--- src/ctwt_pkg.sv ---
package ctwt_pkg;

    localparam int TIMER_BITS_DEF    = 16;
    localparam int MAX_CYLINDERS_DEF = 16;

    localparam int CYL_W = 5;
    localparam int CNT_W = 16;
    localparam int DEG_W = 8;
    localparam int CFG_INDEX_W = 3;

    localparam logic [CYL_W-1:0] CYL_COUNT_RESET = CYL_W'(8);

    localparam int WHEEL0_DIVISOR = 45;

    localparam logic WHEEL_SINGLE = 1'b0;
    localparam logic WHEEL_QUAD   = 1'b1;

    typedef enum logic [1:0] {
        REQ_CRANK   = 2'd0,
        REQ_CAM     = 2'd1,
        REQ_COMPARE = 2'd2
    } t_req_type;

    typedef enum logic [CFG_INDEX_W-1:0] {
        CFG_WHEEL_MODE    = 3'd0,
        CFG_CYL_COUNT     = 3'd1,
        CFG_MECH_ADVANCE  = 3'd2,
        CFG_WINDOW_OPEN   = 3'd3,
        CFG_WINDOW_LENGTH = 3'd4
    } t_cfg_index;

    typedef enum logic [1:0] {
        PHASE_FIRST  = 2'd0,
        PHASE_SECOND = 2'd1,
        PHASE_PREV   = 2'd2,
        PHASE_LAST   = 2'd3
    } t_edge_phase;

endpackage

--- src/crank_trigger_window_timer.sv ---
// A result is registered in the output register, or in a skid entry while that one waits.
// Throughput: one request per cycle; a two-entry output buffer keeps input accepted while
// one result waits, so input stalls only when both entries are full.
// Each request is decoded, divided, multiplied and added in one pass between the state
// registers and the output register, which limits the clock rate.
// Reset is synchronous and active low; it resets all but the output and skid data.
module crank_trigger_window_timer #(
    parameter int TIMER_BITS    = ctwt_pkg::TIMER_BITS_DEF,
    parameter int MAX_CYLINDERS = ctwt_pkg::MAX_CYLINDERS_DEF
) (
    input  logic                             i_clk,
    input  logic                             i_rst_n,

    input  logic                             i_cfg_valid,
    output logic                             o_cfg_ready,
    input  logic [ctwt_pkg::CFG_INDEX_W-1:0] i_cfg_index,
    input  logic [ctwt_pkg::DEG_W-1:0]       i_cfg_data,

    input  logic                             i_in_valid,
    output logic                             o_in_ready,
    input  logic [1:0]                       i_req_type,
    input  logic [TIMER_BITS-1:0]            i_stamp,
    input  logic [TIMER_BITS-1:0]            i_counter_now,
    input  logic                             i_crank_level,
    input  logic                             i_cam_level,

    output logic                             o_out_valid,
    input  logic                             i_out_ready,
    output logic [TIMER_BITS-1:0]            o_compare_value,
    output logic                             o_compare_enabled,
    output logic                             o_window_active,
    output logic                             o_window_closed,
    output logic [ctwt_pkg::CYL_W-1:0]       o_closed_cylinder,
    output logic [TIMER_BITS-1:0]            o_ticks_per_quad_deg,
    output logic [ctwt_pkg::CNT_W-1:0]       o_sync_loss_count,
    output logic [ctwt_pkg::CNT_W-1:0]       o_overrun_count
);

    localparam int W     = TIMER_BITS;
    localparam int CYL_W = ctwt_pkg::CYL_W;
    localparam int CNT_W = ctwt_pkg::CNT_W;
    localparam int DEG_W = ctwt_pkg::DEG_W;

    localparam logic [CYL_W-1:0] MAX_CYL = CYL_W'(MAX_CYLINDERS);
    localparam logic [CYL_W-1:0] CYL_INDEX_RESET =
        (ctwt_pkg::CYL_COUNT_RESET > MAX_CYL) ? MAX_CYL : ctwt_pkg::CYL_COUNT_RESET;

    localparam logic [W-1:0] DIV45 = W'(ctwt_pkg::WHEEL0_DIVISOR);
    localparam logic [W:0] RECIP45 =
        (W+1)'((64'd1 << (W + 6)) / 64'(ctwt_pkg::WHEEL0_DIVISOR));

    typedef struct packed {
        logic [W-1:0]     compare_value;
        logic             compare_enabled;
        logic             window_active;
        logic             window_closed;
        logic [CYL_W-1:0] closed_cylinder;
        logic [W-1:0]     ticks;
        logic [CNT_W-1:0] sync_losses;
        logic [CNT_W-1:0] overruns;
    } t_result;

    logic             r_wheel_mode;
    logic [CYL_W-1:0] r_cyl_count;
    logic [DEG_W-1:0] r_mech_advance;
    logic [DEG_W-1:0] r_window_open;
    logic [DEG_W-1:0] r_window_length;

    logic [W-1:0]     r_last_stamp,     n_last_stamp;
    logic [W-1:0]     r_prev_stamp,     n_prev_stamp;
    logic [W-1:0]     r_ticks,          n_ticks;
    logic [CYL_W-1:0] r_cyl_index,      n_cyl_index;
    logic [1:0]       r_edge_phase,     n_edge_phase;
    logic             r_cam_synced,     n_cam_synced;
    logic             r_window_open_f,  n_window_open_f;
    logic [W-1:0]     r_compare,        n_compare;
    logic             r_compare_armed,  n_compare_armed;
    logic [CNT_W-1:0] r_sync_losses,    n_sync_losses;
    logic [CNT_W-1:0] r_overruns,       n_overruns;
    logic             n_closed;

    t_result          r_out,  n_result;
    t_result          r_skid;
    logic             r_out_valid;
    logic             r_skid_valid;

    logic             accept;
    logic             out_fire;
    logic [CYL_W-1:0] eff_count;
    logic             noise;
    logic [W-1:0]     diff;
    logic [2*W:0]     d45_prod;
    logic [W-1:0]     q45_est;
    logic [W-1:0]     q45_rem;
    logic [W-1:0]     q45;
    logic [W+1:0]     d5_a;
    logic [W+1:0]     d5_b;
    logic [W+1:0]     d5_c;
    logic [W-1:0]     q5;
    logic [W-1:0]     arm_ticks;
    logic [DEG_W:0]   arm_deg;
    logic [W+DEG_W:0] arm_prod;
    logic [W+DEG_W-1:0] len_prod;
    logic [W-1:0]     arm_value;
    logic [W-1:0]     close_value;
    logic             arm;

    assign o_cfg_ready = 1'b1;
    assign o_in_ready  = !r_skid_valid;
    assign accept      = i_in_valid && o_in_ready;
    assign out_fire    = r_out_valid && i_out_ready;

    assign eff_count = (r_cyl_count > MAX_CYL) ? MAX_CYL : r_cyl_count;
    assign noise     = (i_stamp == r_last_stamp) || (W'(r_last_stamp + W'(1)) == i_stamp);
    assign diff      = W'(i_stamp - r_prev_stamp);

    // Division by 45 through a reciprocal; the estimate is exact or one low.
    assign d45_prod = (2*W+1)'(diff) * (2*W+1)'(RECIP45);
    assign q45_est  = W'(d45_prod >> (W + 6));
    assign q45_rem  = W'(diff - W'(q45_est * DIV45));
    assign q45      = (q45_rem >= DIV45) ? W'(q45_est + W'(1)) : q45_est;

    // Shift-add approximation of division by 5.
    assign d5_a = ((W+2)'(diff >> 1) + (W+2)'(diff)) >> 1;
    assign d5_b = (d5_a >> 4) + d5_a;
    assign d5_c = ((d5_b >> 8) + d5_b) >> 2;
    assign q5   = W'(d5_c);

    assign arm_ticks   = (r_wheel_mode == ctwt_pkg::WHEEL_QUAD) ? q5 : q45;
    assign arm_deg     = (DEG_W+1)'(r_mech_advance) + (DEG_W+1)'(r_window_open);
    assign arm_prod    = (W+DEG_W+1)'(arm_deg) * (W+DEG_W+1)'(arm_ticks);
    assign arm_value   = W'(i_stamp + W'(arm_prod >> 2));
    assign len_prod    = (W+DEG_W)'(r_window_length) * (W+DEG_W)'(r_ticks);
    assign close_value = W'(r_compare + W'(len_prod >> 2));

    always_comb begin
        n_last_stamp    = r_last_stamp;
        n_prev_stamp    = r_prev_stamp;
        n_ticks         = r_ticks;
        n_cyl_index     = r_cyl_index;
        n_edge_phase    = r_edge_phase;
        n_cam_synced    = r_cam_synced;
        n_window_open_f = r_window_open_f;
        n_compare       = r_compare;
        n_compare_armed = r_compare_armed;
        n_sync_losses   = r_sync_losses;
        n_overruns      = r_overruns;
        n_closed        = 1'b0;
        arm             = 1'b0;

        case (ctwt_pkg::t_req_type'(i_req_type))
            ctwt_pkg::REQ_CRANK: begin
                if (!noise) begin
                    if (r_wheel_mode == ctwt_pkg::WHEEL_SINGLE) begin
                        if (i_cam_level && !i_crank_level) begin
                            if (r_cyl_index == eff_count || r_cyl_index == '0) begin
                                n_cyl_index = '0;
                            end else begin
                                n_sync_losses = r_sync_losses + CNT_W'(1);
                                n_cyl_index   = eff_count;
                            end
                        end else begin
                            n_last_stamp = i_stamp;
                            if (r_cyl_index < eff_count) begin
                                n_ticks      = q45;
                                n_prev_stamp = i_stamp;
                                arm          = 1'b1;
                            end
                        end
                    end else if (r_cam_synced) begin
                        n_edge_phase = r_edge_phase + 2'd1;
                        if (r_edge_phase == ctwt_pkg::PHASE_PREV) begin
                            n_prev_stamp = i_stamp;
                        end else if (r_edge_phase == ctwt_pkg::PHASE_LAST) begin
                            n_last_stamp = i_stamp;
                            n_ticks      = q5;
                            n_edge_phase = ctwt_pkg::PHASE_FIRST;
                            arm          = 1'b1;
                        end
                    end
                end
            end
            ctwt_pkg::REQ_CAM: begin
                if (r_wheel_mode == ctwt_pkg::WHEEL_QUAD && i_crank_level) begin
                    n_cyl_index = '0;
                    if (r_edge_phase != ctwt_pkg::PHASE_FIRST) begin
                        n_sync_losses = r_sync_losses + CNT_W'(1);
                    end
                    n_edge_phase = ctwt_pkg::PHASE_FIRST;
                    n_cam_synced = 1'b1;
                end
            end
            ctwt_pkg::REQ_COMPARE: begin
                if (r_compare_armed) begin
                    if (r_window_open_f) begin
                        n_compare       = close_value;
                        n_window_open_f = 1'b0;
                        if (i_counter_now > close_value) begin
                            n_overruns = r_overruns + CNT_W'(1);
                        end
                    end else begin
                        n_compare_armed = 1'b0;
                        n_closed        = 1'b1;
                        if (r_cyl_index < eff_count) begin
                            if (CYL_W'(r_cyl_index + CYL_W'(1)) == eff_count) begin
                                n_cyl_index = '0;
                            end else begin
                                n_cyl_index = r_cyl_index + CYL_W'(1);
                            end
                        end
                    end
                end
            end
            default: begin
            end
        endcase

        if (arm) begin
            n_compare       = arm_value;
            n_compare_armed = 1'b1;
            n_window_open_f = 1'b1;
        end

        n_result.compare_value   = n_compare;
        n_result.compare_enabled = n_compare_armed;
        n_result.window_active   = n_window_open_f;
        n_result.window_closed   = n_closed;
        n_result.closed_cylinder = r_cyl_index;
        n_result.ticks           = n_ticks;
        n_result.sync_losses     = n_sync_losses;
        n_result.overruns        = n_overruns;
    end

    always_ff @(posedge i_clk) begin
        if (!i_rst_n) begin
            r_wheel_mode    <= ctwt_pkg::WHEEL_SINGLE;
            r_cyl_count     <= ctwt_pkg::CYL_COUNT_RESET;
            r_mech_advance  <= '0;
            r_window_open   <= '0;
            r_window_length <= '0;
        end else if (i_cfg_valid && o_cfg_ready) begin
            case (ctwt_pkg::t_cfg_index'(i_cfg_index))
                ctwt_pkg::CFG_WHEEL_MODE:    r_wheel_mode    <= i_cfg_data[0];
                ctwt_pkg::CFG_CYL_COUNT:     r_cyl_count     <= i_cfg_data[CYL_W-1:0];
                ctwt_pkg::CFG_MECH_ADVANCE:  r_mech_advance  <= i_cfg_data;
                ctwt_pkg::CFG_WINDOW_OPEN:   r_window_open   <= i_cfg_data;
                ctwt_pkg::CFG_WINDOW_LENGTH: r_window_length <= i_cfg_data;
                default: begin
                end
            endcase
        end
    end

    always_ff @(posedge i_clk) begin
        if (!i_rst_n) begin
            r_last_stamp    <= '0;
            r_prev_stamp    <= '0;
            r_ticks         <= '0;
            r_cyl_index     <= CYL_INDEX_RESET;
            r_edge_phase    <= ctwt_pkg::PHASE_FIRST;
            r_cam_synced    <= 1'b0;
            r_window_open_f <= 1'b0;
            r_compare       <= '0;
            r_compare_armed <= 1'b0;
            r_sync_losses   <= '0;
            r_overruns      <= '0;
        end else if (accept) begin
            r_last_stamp    <= n_last_stamp;
            r_prev_stamp    <= n_prev_stamp;
            r_ticks         <= n_ticks;
            r_cyl_index     <= n_cyl_index;
            r_edge_phase    <= n_edge_phase;
            r_cam_synced    <= n_cam_synced;
            r_window_open_f <= n_window_open_f;
            r_compare       <= n_compare;
            r_compare_armed <= n_compare_armed;
            r_sync_losses   <= n_sync_losses;
            r_overruns      <= n_overruns;
        end
    end

    always_ff @(posedge i_clk) begin
        if (!i_rst_n) begin
            r_out_valid  <= 1'b0;
            r_skid_valid <= 1'b0;
        end else if (accept) begin
            if (!r_out_valid || out_fire) begin
                r_out_valid <= 1'b1;
            end else begin
                r_skid_valid <= 1'b1;
            end
        end else if (out_fire) begin
            r_out_valid  <= r_skid_valid;
            r_skid_valid <= 1'b0;
        end
    end

    always_ff @(posedge i_clk) begin
        if (accept) begin
            if (!r_out_valid || out_fire) begin
                r_out <= n_result;
            end else begin
                r_skid <= n_result;
            end
        end else if (out_fire && r_skid_valid) begin
            r_out <= r_skid;
        end
    end

    assign o_out_valid          = r_out_valid;
    assign o_compare_value      = r_out.compare_value;
    assign o_compare_enabled    = r_out.compare_enabled;
    assign o_window_active      = r_out.window_active;
    assign o_window_closed      = r_out.window_closed;
    assign o_closed_cylinder    = r_out.closed_cylinder;
    assign o_ticks_per_quad_deg = r_out.ticks;
    assign o_sync_loss_count    = r_out.sync_losses;
    assign o_overrun_count      = r_out.overruns;

endmodule
--- config.mk ---
export PLATFORM = sky130hd
export DESIGN_NAME = crank_trigger_window_timer
export DESIGN_NICKNAME = d
export VERILOG_FILES = /design/src/ctwt_pkg.sv /design/src/crank_trigger_window_timer.sv
export SDC_FILE = /design/constraint.sdc
export NUM_CORES = 2
export LEC_CHECK = 0
export BUFFER_PORTS_ARGS = -buffer_cell sky130_fd_sc_hd__buf_2
export CAP_MARGIN = 30
export CORE_MARGIN = 2
export CORE_UTILIZATION = 58
export DETAILED_ROUTE_END_ITERATION = 10
export PLACE_DENSITY = 0.81
export SYNTH_ARGS = -nofsm -noshare
export SYNTH_HDL_FRONTEND = slang
export SYNTH_SLANG_ARGS = --single-unit
--- constraint.sdc ---
create_clock -name i_clk -period 17.4 [get_ports i_clk]
set_input_delay 1.74 -clock i_clk [delete_from_list [all_inputs] [get_ports i_clk]]
set_output_delay 1.74 -clock i_clk [all_outputs]
set_load 0.05 [all_outputs]
==> key figures <==
Critical path
  • Top fanout value on the critical path: 6
  • CP Data Required Time: 17710 ps
  • R2R depth: 79
  • End of the critical path: o_compare_value[15]$_DFFE_PP_
  • Reg-to-reg startpoint: r_prev_stamp[0]$_SDFFE_PN0P_
  • CP endpoint kind: flop
  • Crit path launch type: input port
  • Worst path most repeated cell: fa_1
  • Max stage delay on crit path: 560 ps
  • Max stage delay cell, worst path: fa_1
  • Crit. Startpoint: i_stamp[0]
  • Worst R2R End: o_compare_value[15]$_DFFE_PP_
  • Flop2flop setup slack: 740 ps
  • Worst Path Arrival: 17910 ps
  • Setup CP Type: in2reg

Final layout
  • Fin nets: 4254
  • ANT cells: 0
  • Share of layout cells above drive strength 1: 18.8%
  • Final non-filler cell total: 4327
  • Area Overhead vs Synth: 18.5%

Route
  • DRT iter0 DRCs: 1808
  • Antenna-violating nets left: 0
  • Wire length per cell: 17.8 µm
  • Post-DR vias/cell: 5.67
  • Number of iterations in the first detailed-routing pass: 5
  • Drt total wl: 77000 µm
  • Drc violations: 0
  • Via count: 24500

Flow run
  • Max-Cap Viols: 0

Outcome
  • Failing checks: negative setup slack
  • Status: finished with violations

STA
  • RSZ-0062 raised after global routing: yes
  • Final Cycle Share: 101%
  • Rel. slew slack: 36.5%
  • Final setup viols: 2
  • Fin crit period: 17600 ps
  • Fin. Hold Viols: 0
  • Worst Tran Pin Value: 952 ps
  • Worst setup margin: -202 ps
  • Max-slew violation count: 0
  • Max Fclk: 0.0568 GHz
  • Clock skew: 57.5 ps

Yosys
  • Adder-cell share of the synthesized area: 30.9%
  • Yosys top cell area share: 17.1%
  • Post-Synth Simple-Gate Area: 14.6%
  • Synth warn: 0
  • Synth area leader: fa_1
  • Synth unique cells: 89
  • Sequential element share of the synthesized area: 24.3%
  • Main combinational cell family by area after synthesis: adder cells
  • Synth Register Bits: 282
  • Synth top area cells: fa_1 (17%), edfxtp_1 (15%), ha_1 (14%)
  • Post-Synth XOR/XNOR Area: 6.99%
  • Main flop type after synthesis: edfxtp_1
  • Mux contribution to synthesized area: 2.34%
  • Mapped Cells: 3267
  • Post-synth EDFFs: 144
  • Avg Synthesized Cell Area: 8.93 µm²
  • Post-synth ARST share: 0%
  • Synth Area in Compound Gates: 13.1%
  • Mapped Area: 0.0292 mm²

Floorplan
  • Io pins: 127
  • Starting Density: 58.5%
  • Cell Rows: 82
  • CORE AREA: 0.0499 mm²
  • Die width: 228 µm
  • Die ar.: 0.0521 mm²
  • Die Y: 228 µm

Global route
  • Initial antenna violation count: 0
  • Gr ovfl total: 0
  • First-pass GRT wire length: 123000 µm
  • Number of global-route vias before repair: 24400
  • Total track usage: 28.9%
  • Largest net degree at the start of global routing: 90

CTS
  • CTS Buf Count: 29
  • Root Driver: clkbuf_16
  • CTS tree: yes
  • H-tree depth: 1
  • CTS Hold Bufs: 0
  • Worst-Skew Late Latency: 610 ps
  • Clock tree buffer depth: 3
  • Reg clk slew, reported paths: 90 ps
  • CTS sink cnt: 282

Placement
  • Port Buffer Count: 125
  • Final RePlAce weighted congestion: 0.965
  • Placed cell count: 4230
  • Hpwl dp: 58500 µm

Min path
  • Hold Path Depth: 2
  • Hold Crit Class: reg2reg
==> synth_stat cells (all sizes together), types with 7 or more instances <==
library cell    n
a211oi         31
a21boi         33
a21o           44
a21oi         190
a22oi          12
a31oi          33
and2           71
and3           40
buf            15
clkbuf         98
dfxtp         138
edfxtp        144
fa            249
ha            321
inv           486
mux2            7
mux2i          60
nand2         370
nand2b         32
nand3          46
nand4          16
nor2          220
nor2b          46
nor3           31
nor4            7
o211ai          7
o21a           33
o21ai         113
o21bai         32
or2             9
or3             9
xnor2         151
xor2           75
==> flip-flops by register name, summed over array words and instances (netlist names), 2 cells and up <==
register	flops
r_skid	72
o_compare_value	16
o_overrun_count	16
o_sync_loss_count	16
o_ticks_per_quad_deg	16
r_compare	16
r_last_stamp	16
r_overruns	16
r_prev_stamp	16
r_sync_losses	16
r_ticks	16
r_mech_advance	8
r_window_length	8
r_window_open	8
o_closed_cylinder	5
r_cyl_count	5
r_cyl_index	5
r_edge_phase	2
==> cells by family after synthesis <==
group                      after synthesis
buffers and inverters                  600
xor gates and xnor gates               228
muxes                                   67
adders and majority gates              570
other                                    2
and+or+nand+nor                        923
DFF                                    282
AOI/OAI and AO/OA                      595
==> layer usage <==
layer / vias up / wire length (µm) / GRT usage [%]
met1: 11800 / 31900 / 37.9
met2: 947 / 36600 / 48.9
met4: 0 / 3570 / 11.5
met3: 232 / 5000 / 3.64
met5: - / 0 / 0
li1: 11600 / - / -
==> repair_timing <==
action	in CTS	in global routing
buffers inserted	13	31
gates resized for setup	42	101
pin swaps	54	109
endpoints found under the setup margin	7	27
==> worst min path at each step <==
stage,start,to,slack (ps)
5_1_grt,r_window_open[4]$_SDFFE_PN0P_,r_window_open[4]$_SDFFE_PN0P_,480
2_1_floorplan,r_cyl_index[2]$_SDFFE_PN0P_,r_skid[50]$_DFFE_PP_,430
6_report,r_window_open[7]$_SDFFE_PN0P_,r_window_open[7]$_SDFFE_PN0P_,470
4_1_cts,r_window_open[4]$_SDFFE_PN0P_,r_window_open[4]$_SDFFE_PN0P_,470
3_3_place_gp,r_window_open[4]$_SDFFE_PN0P_,r_window_open[4]$_SDFFE_PN0P_,450
3_5_place_dp,r_window_open[7]$_SDFFE_PN0P_,r_window_open[7]$_SDFFE_PN0P_,460
==> cell type report <==
type / count / area [µm²]
Sequential cell: 282 / 7090
Timing Repair Buffer: 446 / 3110
Fill cell: 3622 / 15300
Tap cell: 672 / 841
Multi-Input combinational cell: 2386 / 20700
Inverter: 487 / 1850
Clock buffer: 36 / 813
Clock inverter: 18 / 135
==> through the flow <==
stage          setup TNS [ps]  utilization, %  setup WS [ps]  cell area (µm²)  hold slack (ps)
6_report                 -230            69.3           -202            34600              466
3_3_place_gp            -4900            65.3           -732            32600              451
3_5_place_dp           -10370            65.4          -1060            32600              457
2_1_floorplan            -430               -           -338            29500              435
4_1_cts                     0            67.9           5.63            33900              467
5_1_grt                 -5920            69.3           -881            34600              481
==> worst max-delay path, delay by kind of cell <==
family,cells,cell delay [ps]
fa+ha+maj,20,7940
compound gates,21,3390
simple gates,13,1980
buf+inv,19,1570
xor+xnor,7,1010
mux,1,250
==> cells in the final DEF, fill, tap and decap left out, drive strengths merged, types with 16 or more instances in the layout <==
master  netlist  routed
clkbuf       98      36
fa          249     249
o21ai       113     113
nor3         31      31
and3         40      40
inv         486     490
dfxtp       138     138
a21boi       33      33
and2         71      71
nand2b       32      32
nand3        46      46
o21a         33      33
nand4        16      16
a21o         44      44
xor2         75      75
a31oi        33      33
nor2        220     220
a211oi       31      31
ha          321     321
o21bai       32      32
buf          15     446
nand2       370     370
a21oi       190     190
edfxtp      144     144
mux2i        60      60
nor2b        46      46
xnor2       151     151
Power is left out: the tool's default activity adds up to more than one toggle a clock period on the data nets, which glitch-free logic cannot reach.
